===== src/sgaas_pkg.sv =====
// Package: types, constants and saturating helpers for the semi-global alignment scorer.
package sgaas_pkg;

    localparam int MAX_QUERY_DEF = 128;
    localparam int ALPHABET_DEF  = 24;

    localparam logic signed [7:0] SAT_LO = 8'sh80;
    localparam logic signed [7:0] SAT_HI = 8'sh7f;

    localparam logic [1:0] OP_TABLE = 2'd0;
    localparam logic [1:0] OP_QUERY = 2'd1;
    localparam logic [1:0] OP_DB    = 2'd2;
    localparam logic [1:0] OP_IDLE  = 2'd3;

    localparam logic [1:0] CFG_GAP_OPEN   = 2'd0;
    localparam logic [1:0] CFG_GAP_EXTEND = 2'd1;
    localparam logic [1:0] CFG_QUERY_LEN  = 2'd2;

    typedef struct packed {
        logic [1:0]        opcode;
        logic [4:0]        table_row;
        logic [4:0]        table_col;
        logic signed [7:0] table_score;
        logic [6:0]        query_position;
        logic [4:0]        residue;
        logic              last_residue;
    } t_cmd;

    typedef struct packed {
        logic signed [7:0] score;
        logic              saturated;
    } t_result;

    // wavefront word handed from one row cell to the next
    typedef struct packed {
        logic signed [7:0] h;
        logic signed [7:0] hold;
        logic signed [7:0] f;
        logic signed [7:0] colmax;
        logic              sat;
    } t_tok;

    function automatic logic signed [7:0] sat8(input logic signed [9:0] v);
        if (v > 10'sd127) begin
            return SAT_HI;
        end else if (v < -10'sd128) begin
            return SAT_LO;
        end
        return v[7:0];
    endfunction

    function automatic logic signed [7:0] max8(input logic signed [7:0] a,
                                               input logic signed [7:0] b);
        return (a > b) ? a : b;
    endfunction

endpackage


===== src/sgaas_cell.sv =====
// One query row cell: holds H and E of its row and applies the Gotoh step.
module sgaas_cell (
    input  logic                     i_clk,
    input  logic                     i_rst_n,
    input  logic                     i_en,
    input  logic                     i_clr,
    input  logic signed [7:0]        i_s,
    input  logic [6:0]               i_go,
    input  logic [6:0]               i_ge,
    input  sgaas_pkg::t_tok          i_tok,
    output sgaas_pkg::t_tok          o_tok
);
    import sgaas_pkg::*;

    logic signed [7:0] r_h, r_e;
    logic signed [7:0] n_e, n_f, n_h;
    t_tok              r_tok;

    always_comb begin
        n_e = max8(sat8(10'(r_e) - $signed({3'b000, i_ge})),
                   sat8(10'(r_h) - $signed({3'b000, i_go})));
        n_f = max8(sat8(10'(i_tok.f) - $signed({3'b000, i_ge})),
                   sat8(10'(i_tok.h) - $signed({3'b000, i_go})));
        n_h = max8(sat8(10'(i_tok.hold) + 10'(i_s)), max8(n_e, n_f));
    end

    always_ff @(posedge i_clk) begin
        if (!i_rst_n || i_clr) begin
            r_h <= 8'sd0;
            r_e <= SAT_LO;
        end else if (i_en) begin
            r_h <= n_h;
            r_e <= n_e;
        end
    end

    always_ff @(posedge i_clk) begin
        if (i_en) begin
            r_tok.h      <= n_h;
            r_tok.hold   <= r_h;
            r_tok.f      <= n_f;
            r_tok.colmax <= max8(i_tok.colmax, n_h);
            r_tok.sat    <= i_tok.sat || (n_h == SAT_LO) || (n_h == SAT_HI);
        end
    end

    assign o_tok = r_tok;

endmodule


===== config.mk =====
export PLATFORM = sky130hd
export DESIGN_NAME = sgaas_cell
export DESIGN_NICKNAME = d
export VERILOG_FILES = /design/src/sgaas_pkg.sv /design/src/sgaas_cell.sv
export SDC_FILE = /design/constraint.sdc
export NUM_CORES = 1
export LEC_CHECK = 0
export ABC_AREA = 1
export BUFFER_PORTS_ARGS = -buffer_cell sky130_fd_sc_hd__buf_4
export CORE_MARGIN = 1.5
export CORE_UTILIZATION = 58
export DETAILED_ROUTE_END_ITERATION = 8
export GPL_TIMING_DRIVEN = 0
export PLACE_DENSITY = 0.87
export RECOVER_POWER = 25
export SLEW_MARGIN = 5
export SYNTH_ARGS = -nofsm -noshare
export SYNTH_HDL_FRONTEND = slang
export SYNTH_SLANG_ARGS = --single-unit
export TNS_END_PERCENT = 30

===== constraint.sdc =====
create_clock -name i_clk -period 7.46 [get_ports i_clk]
set_input_delay 0.373 -clock i_clk [delete_from_list [all_inputs] [get_ports i_clk]]
set_output_delay 0.373 -clock i_clk [all_outputs]
set_load 0.1 [all_outputs]

---- After elaboration in Yosys (flattened, before gate mapping) ----
Cells that the tools add are included.
cells by class
  mux-type cells .......................... 30
  magnitude comparators ................... 15
  add/sub/neg operators ................... 5
  reduce and logical (&&, ||, !) cells .... 4
  equality and inequality tests ........... 2
operators by type and width
  kind                                                                           count
  8-bit two-way mux                                                              20
  9-bit by 8-bit > comparator with 1-bit output (second input constant)          5
  9-bit by 8-bit less-than comparator with 1-bit output (second input constant)  5
  8-bit > comparator                                                             5
  8-bit by 8-bit subtractor with 9-bit output                                    4
  8-bit == test (second input constant)                                          2
  1-bit two-way mux                                                              10
  8-bit by 8-bit adder with 9-bit output                                         1
  1-bit logical OR                                                               3
  1-bit zero test                                                                1
word-level totals
  output and inout bits ................... 33
  register bits ........................... 49

---- Longest topological paths before layout ----
Gate-level depths: netlist of the first run.
  word-level depth ........................ 14
  gate-level depth with buffers ........... 64
  depth with buffers taken out ............ 63

---- Worst setup path before layout of the first run ----
No wires, ideal clock.
  kind .................................... input -> register
  start point ............................. in i_tok[25] (netlist name)
  end point ............................... reg r_tok, in the netlist o_tok[7], data pin
  path buffers ............................ 2
  setup time .............................. 254 ps
  data arrival time ....................... 6674 ps
  setup slack ............................. 533 ps
  stages .................................. 52
  cell sequence ........................... inv_1 ha_1 fa_1 o21ai_1 nand3_1 nand2_1 nand2_2 nand3_4 nand3_1 ha_1 nand2_1 inv_1 nand2_1 nand2_1 nand2_1 nand2_1 nand2_1 nand2_1 [... 16 more ...] a21oi_1 nand3b_1 nand2_1 o21ai_0 o21ai_0 o21ai_1 inv_2 buf_2 o21ai_4 inv_1 ha_1 a21o_1 a21oi_1 nand2_4 nand2_8 nand3_4 nand2_1 nand2_1
on the way
  word-level cells in the longest chain between the ends .. 13
  elaborated cells on any way between the ends .. 15
  those cells by class .................... add/sub: 1; order compare: 6; mux: 8
RTL lines
  item                                                   line              source
  from (decl)                                            sgaas_cell.sv:10  input sgaas_pkg::t_tok i_tok,
  8-bit by 8-bit subtractor with 9-bit output (*)        sgaas_cell.sv:23  sat8(10'(i_tok.h) - $signed({3'b000, i_go})));
  9-bit by 8-bit less-than comparator with 1-bit output  sgaas_pkg.sv:46   end else if (v < -10'sd128) begin
  1-bit two-way mux                                      sgaas_pkg.sv:46
  1-bit two-way mux                                      sgaas_pkg.sv:44   if (v > 10'sd127) begin
  8-bit two-way mux (*)                                  sgaas_pkg.sv:49   return v[7:0];
  8-bit > comparator                                     sgaas_pkg.sv:54   return (a > b) ? a : b;
  8-bit two-way mux (*)                                  sgaas_pkg.sv:54
  8-bit > comparator                                     sgaas_pkg.sv:54
  8-bit two-way mux (*)                                  sgaas_pkg.sv:54
  8-bit > comparator                                     sgaas_pkg.sv:54
  8-bit two-way mux (*)                                  sgaas_pkg.sv:54
  via n_h[5]                                             sgaas_cell.sv:16  logic signed [7:0] n_e, n_f, n_h;
  8-bit > comparator (*)                                 sgaas_pkg.sv:54
  8-bit two-way mux (*)                                  sgaas_pkg.sv:54
  to (decl)                                              sgaas_cell.sv:17  t_tok r_tok;
Mark *: on every way through the listed nets, which the timed path passes. The rest lies on a longest branch.
A chain may end at the register's enable or synchronous reset.

---- Worst setup path in the final report of the first run ----
  start point ............................. reg r_h[0]
  end point ............................... reg r_tok, in the netlist o_tok[8], data pin
on the way
  word-level cells in the longest chain between the ends .. 13
  elaborated cells on any way between the ends .. 15
  those cells by class .................... add/sub: 1; order compare: 6; mux: 8
RTL lines
  item                                                   line              source
  from (decl)                                            sgaas_cell.sv:15  logic signed [7:0] r_h, r_e;
  from (signal assigned)                                 sgaas_cell.sv:32  r_h <= n_h;
  8-bit by 8-bit subtractor with 9-bit output (*)        sgaas_cell.sv:21  sat8(10'(r_h) - $signed({3'b000, i_go})));
  9-bit by 8-bit less-than comparator with 1-bit output  sgaas_pkg.sv:46
  1-bit two-way mux                                      sgaas_pkg.sv:46
  1-bit two-way mux                                      sgaas_pkg.sv:44
  8-bit two-way mux (*)                                  sgaas_pkg.sv:49
  8-bit > comparator                                     sgaas_pkg.sv:54
  8-bit two-way mux (*)                                  sgaas_pkg.sv:54
  via n_e[1]                                             sgaas_cell.sv:16
  8-bit > comparator                                     sgaas_pkg.sv:54
  8-bit two-way mux (*)                                  sgaas_pkg.sv:54
  8-bit > comparator                                     sgaas_pkg.sv:54
  8-bit two-way mux (*)                                  sgaas_pkg.sv:54
  via n_h[6]                                             sgaas_cell.sv:16
  8-bit > comparator (*)                                 sgaas_pkg.sv:54
  8-bit two-way mux (*)                                  sgaas_pkg.sv:54
Marks and branches as above.

==> out/qor.yml, run 1 <==
floorplanning:
  die_w_um: 99.6
  core-area_um2: 9150
  die-height_um: 99.6
  io_pins: 92
  start_util: 0.591
  rows: 35
  dieArea_um2: 9920
drt:
  drtIter0Drc: 510
  vias_per_cell: 5.83
  dr_total_vias: 5817
  ant_nets: 0
  wl_per_cell_um: 16.4
  wl_um: 16400
  dr.pass1.iters: 9
  drc: 2
logic_synthesis:
  synth_area_leaders: "edfxtp_1 18%, ha_1 17%, nand2_1 15%"
  synth_top_area_cell: "edfxtp_1"
  synth_edf_count: 33
  post_synth_most_frequent_cells: "215 x nand2_1, 121 x inv_1, 75 x ha_1"
  synthFlopType: "edfxtp_1"
  synth_top_area_share: 0.183
  synth_warnings: 0
  synth.net_count: 899
  async_reset_ff_frac: 0
  syn-instance-count: 760
  synth_area_um2: 5410
  yosysSeqAreaShare: 0.242
  post_synth_num_cell_types: 35
  avgSynthCellArea_um2: 7.12
  synth.most_common_cell: "nand2_1"
  ys_ff_latch: 49
status:
  violations: "DRC, setup timing"
  status: "finished with violations"
final_layout:
  fin_nets: 1025
  n_antenna_cell: 0
  drive_above_1_share: 0.304
  utilization: 0.765
  area_delta_synth_final_pct: 29.4
  fin_area_um2: 7000
timing:
  whs_ns: 0.383
  worst_pin_slew_ns: 0.588
  finalCriticalPeriod_ns: 7.68
  timing.final.hold_violations: 0
  fin_worst_skew_ns: 0.0134
  maxSlewHeadroom: 0.604
  slew_viol_final: 0
  setup_tns_ns: -1.62
  max_freq_ghz: 0.130
  finalSetupViolCount: 8
  post-route-period-util: 1.03
  finalWorstSetupSlack_ns: -0.217
clocking:
  ctsHoldBuffers: 0
  clk_latency_ns: 0.31
  cts_tree: "done"
  ctsHtreeMaxLevel: 2
  root_buffer: "clkbuf_8"
  numCtsBuffers: 5
  clkSlewWorstSetupHoldPaths_ns: 0.10
  cts.sinks: 49
  clockBufferDepth: 2
run:
  maxCapViolations: 0
global_routing:
  grt_use_total: 0.249
  grt_antenna_before_repair: 0
  grt_max_degree: 36
  overflow: 0
  grt_pass1_vias: 4594
  grt_pass1_wl_um: 20200
placement:
  dpl-instance-area_um2: 6230
  place_congestion: 0.941
  port_buffers: 91
  hpwl_um: 10000
min_path:
  hp-class: "in2reg"
setup_path:
  cp_max_fo: 8
  crit_path_end_kind: "register"
  path_class: "reg2reg"
  start_kind: "register"
  cp.required_ns: 7.52
  crit_slowest_cell: "dfxtp_2"
  worstPathArrival_ns: 7.74
  crit_top_cell: "nand2_1"
  max_stage_delay_ns: 0.36
final timing paths:
| check | cells past startpoint | from | end | slack (ns) |
|---|---|---|---|---|
| worst max-delay path | 51 | r_h[0]$_SDFFE_PP0P_ | o_tok[8]$_DFFE_PP_ | -0.22 |
| worst min-delay path | 3 | i_tok[0] | o_tok[0]$_DFFE_PP_ | 0.38 |
| worst max register to register | 51 | r_h[0]$_SDFFE_PP0P_ | o_tok[8]$_DFFE_PP_ | -0.22 |
| worst min register to register | 0 | r_h[0]$_SDFFE_PP0P_ | o_tok[17]$_DFFE_PP_ | 0.48 |
cells by family (layout without fill, tap and decap cells):
group           after synthesis  after routing  synth area share
buf+inv                     144            269             0.100
flops                        49             49             0.242
fa+ha+maj                    80             80             0.192
simple gates                353            355             0.312
xor+xnor                     24             24            0.0388
compound gates              110            110             0.115
area by class of cell:
type,count,area [um^2]
Buffer,5,30.0
Fill cell,603,2150
Inverter,138,528
Clock inverter,2,13.8
Tap cell,111,139
Multi-Input combinational cell,569,3990
Clock buffer,6,72.6
Timing Repair Buffer,117,906
Sequential cell,49,1310
Timing Repair inverter,1,7.51
routing by layer:
layer / vias to the layer above / global-route usage / routed length [um]
met4: 0 / 0.0813 / 1090
met1: 2590 / 0.321 / 6210
li1: 2727 / - / -
met5: - / 0 / 0
met2: 389 / 0.436 / 7840
met3: 111 / 0.0267 / 1280
what timing repair did:
item,4_1_cts,5_1_grt
hold endpoints to repair,0,0
cloned,0,3
pin swaps,0,40
gates resized for setup,11,108
endpoints found under the setup margin,8,8
setup buffers,1,25
placed cells by master (no fill, tap or decap), types with 11 or more instances in the layout:
cell | Yosys | routed
nor2_1 | 43 | 40
o21ai_1 | 21 | 11
a21oi_1 | 37 | 33
buf_4 | 0 | 112
nand4_1 | 19 | 19
o21ai_4 | 1 | 11
nand3_1 | 25 | 23
o21ai_2 | 2 | 12
dfxtp_1 | 16 | 14
inv_2 | 17 | 23
inv_1 | 121 | 113
edfxtp_1 | 33 | 33
o21ai_0 | 30 | 20
nand2_4 | 7 | 13
xor2_1 | 17 | 17
ha_1 | 75 | 64
nand2_2 | 17 | 35
nand2_1 | 215 | 192
critical path, delay by kind of cell (launching register included):
kind | cells | cell delay [ns]
buf+inv | 9 | 1.05
simple gates | 26 | 2.85
fa+ha+maj | 6 | 1.81
flops | 1 | 0.36
compound gates | 10 | 1.33
stage by stage:
stage / cells / setup slack, ns
CTS: 970 / 0.000321
global placement: 962 / -0.575
floorplan: 760 / 0.533
finish: 998 / -0.217
global route: 998 / -0.512
detailed placement: 962 / -0.682
sequential cells by signal (all words and copies together), names as in the netlist:
register and cells:
o_tok 33, r_e 8, r_h 8
Power of run 1 is left out: the tool's default activity adds up to more than one toggle a clock period on the data nets, which glitch-free logic cannot reach.
==> run 2, diff against run 1 <==
Settings changed: PLACE_DENSITY 0.87 to 0.82, REMOVE_ABC_BUFFERS set to 1.
==> run 2 against run 1 <==
Compared with the run above: the flow finishes with violations (capacitance limit, slew limit); worst hold slack worse by 0.019 ns; wire length down 16%; worst setup slack improved by 0.49 ns; via count down 8.9%; final cell count shrank 1.5%; critical endpoint is now o_tok[5]$_DFFE_PP_.
==> out/qor.yml, run 2 (synthesis gave the netlist of run 1 again) <==
clocking:
  clk_latency_ns: 0.31
  clkSlewWorstSetupHoldPaths_ns: 0.10
  root_buffer: "clkbuf_8"
  cts_tree: "done"
  ctsHtreeMaxLevel: 2
  cts.sinks: 49
  numCtsBuffers: 5
  ctsHoldBuffers: 0
  clockBufferDepth: 2
final_layout:
  drive_above_1_share: 0.269
  largest_reg_flops: 33
  layout_common_cells: "199 x nand2_1, 116 x inv_1, 105 x buf_4"
  area_delta_synth_final_pct: 24.7
  fin_nets: 1010
  final_common_cell: "nand2_1"
  n_antenna_cell: 0
run:
  maxCapViolations: 1
floorplanning:
  die_w_um: 99.6
  io_pins: 92
  start_util: 0.591
  dieArea_um2: 9920
  die-height_um: 99.6
  core-area_um2: 9150
  rows: 35
timing:
  maxSlewHeadroom: -0.907
  fin_worst_skew_ns: 0.00778
  max_freq_ghz: 0.139
  finalCriticalPeriod_ns: 7.19
  whs_ns: 0.363
  timing.final.hold_violations: 0
  post-route-period-util: 0.964
  slew_viol_final: 63
  finalSetupViolCount: 0
  worst_pin_slew_ns: 2.86
drt:
  dr_total_vias: 5298
  drtIter0Drc: 258
  wl_per_cell_um: 14.0
  wl_um: 13800
  vias_per_cell: 5.39
  ant_nets: 0
  dr.pass1.iters: 5
  drc: 0
min_path:
  min-delay-start: "i_tok[0]"
  holdPathStages: 3
  worstHoldEndpoint: "o_tok[0]$_DFFE_PP_"
  hp-class: "in2reg"
status:
  violations: "capacitance limit, slew limit"
  status: "finished with violations"
setup_path:
  path_class: "reg2reg"
  worstPathArrival_ns: 7.26
  cp.required_ns: 7.53
  crit_top_cell: "nand2_1"
  crit_path_end_kind: "register"
  crit_slowest_cell: "fa_2"
  rr_startpoint: "r_e[0]$_SDFFE_PP0P_"
  cp_max_fo: 8
  reg2reg_depth: 54
  max_stage_delay_ns: 0.36
  rr_endpoint: "o_tok[5]$_DFFE_PP_"
  r2r_slack_ns: 0.27
  start_kind: "register"
global_routing:
  grt_max_degree: 63
  grt_pass1_wl_um: 21400
  overflow: 0
  grt_antenna_before_repair: 0
  grt_use_total: 0.265
  grt_pass1_vias: 4772
placement:
  hpwl_um: 10500
  port_buffers: 91
  place_congestion: 0.890
run 2: cell types whose count changed in the layout (fill, tap and decap cells not counted), sizes merged:
cell	change
buf	-11
clkbuf	-3
a21oi	+1
inv	-2
nand2	-1
clkinvlp	+1
run 2: timing repair:
item,in CTS,in global routing
setup endpoints to repair,8,8
cloned,0,2
gates resized for setup,8,71
setup buffers,0,17
pin swaps,0,26
run 2: layer usage:
metal | up-vias | track usage | part of all wire
met4 | 0 | 0.0758 | 0.030
li1 | 2698 | - | -
met5 | - | 0 | 0
met1 | 2385 | 0.361 | 0.45
met3 | 35 | 0.0302 | 0.045
met2 | 180 | 0.447 | 0.47
run 2: metrics by stage:
step / std cells / area (um^2) / utilization / setup slack, ns / setup TNS (ns)
floorplan: 754 / 5390 / - / 0.595 / 0
global placement: 956 / 6210 / 0.678 / -0.698 / -5.54
detailed placement: 956 / 6210 / 0.678 / -0.723 / -5.72
CTS: 964 / 6320 / 0.691 / 0.0218 / 0
global route: 983 / 6750 / 0.737 / -0.221 / -1.45
finish: 983 / 6750 / 0.737 / 0.271 / 0
run 2: area by class of cell:
type                    count  area [um^2]
multi-input cells         569         3850
well taps                 111          139
repair buffers            108          832
fillers                   713         2410
inverters                 138          528
clock buffers               6         72.6
clock inverters             2         15.0
flip-flops and latches     49         1310
run 2: worst max-delay path by stage:
stage / from / endpoint / slack (ns) / cells after the start
6_report: r_e[0]$_SDFFE_PP0P_ / o_tok[5]$_DFFE_PP_ / 0.27 / 54
4_1_cts: r_e[0]$_SDFFE_PP0P_ / o_tok[5]$_DFFE_PP_ / 0.02 / 53
3_3_place_gp: i_go[0] / o_tok[7]$_DFFE_PP_ / -0.70 / 49
5_1_grt: r_e[0]$_SDFFE_PP0P_ / o_tok[8]$_DFFE_PP_ / -0.22 / 54
3_5_place_dp: i_go[0] / o_tok[5]$_DFFE_PP_ / -0.72 / 49
2_1_floorplan: i_ge[0] / o_tok[7]$_DFFE_PP_ / 0.60 / 51
run 2: critical path: cells and delay by family (launching register included):
| family | cells | cell delay, ns |
|---|---|---|
| AO/OA/AOI/OAI | 14 | 1.97 |
| AND/OR/NAND/NOR | 23 | 1.96 |
| flip-flops | 1 | 0.32 |
| buffers and inverters | 10 | 0.84 |
| XOR/XNOR | 1 | 0.17 |
| adder cells (fa/ha/maj) | 6 | 1.66 |
Power of run 2 is left out for the same reason.
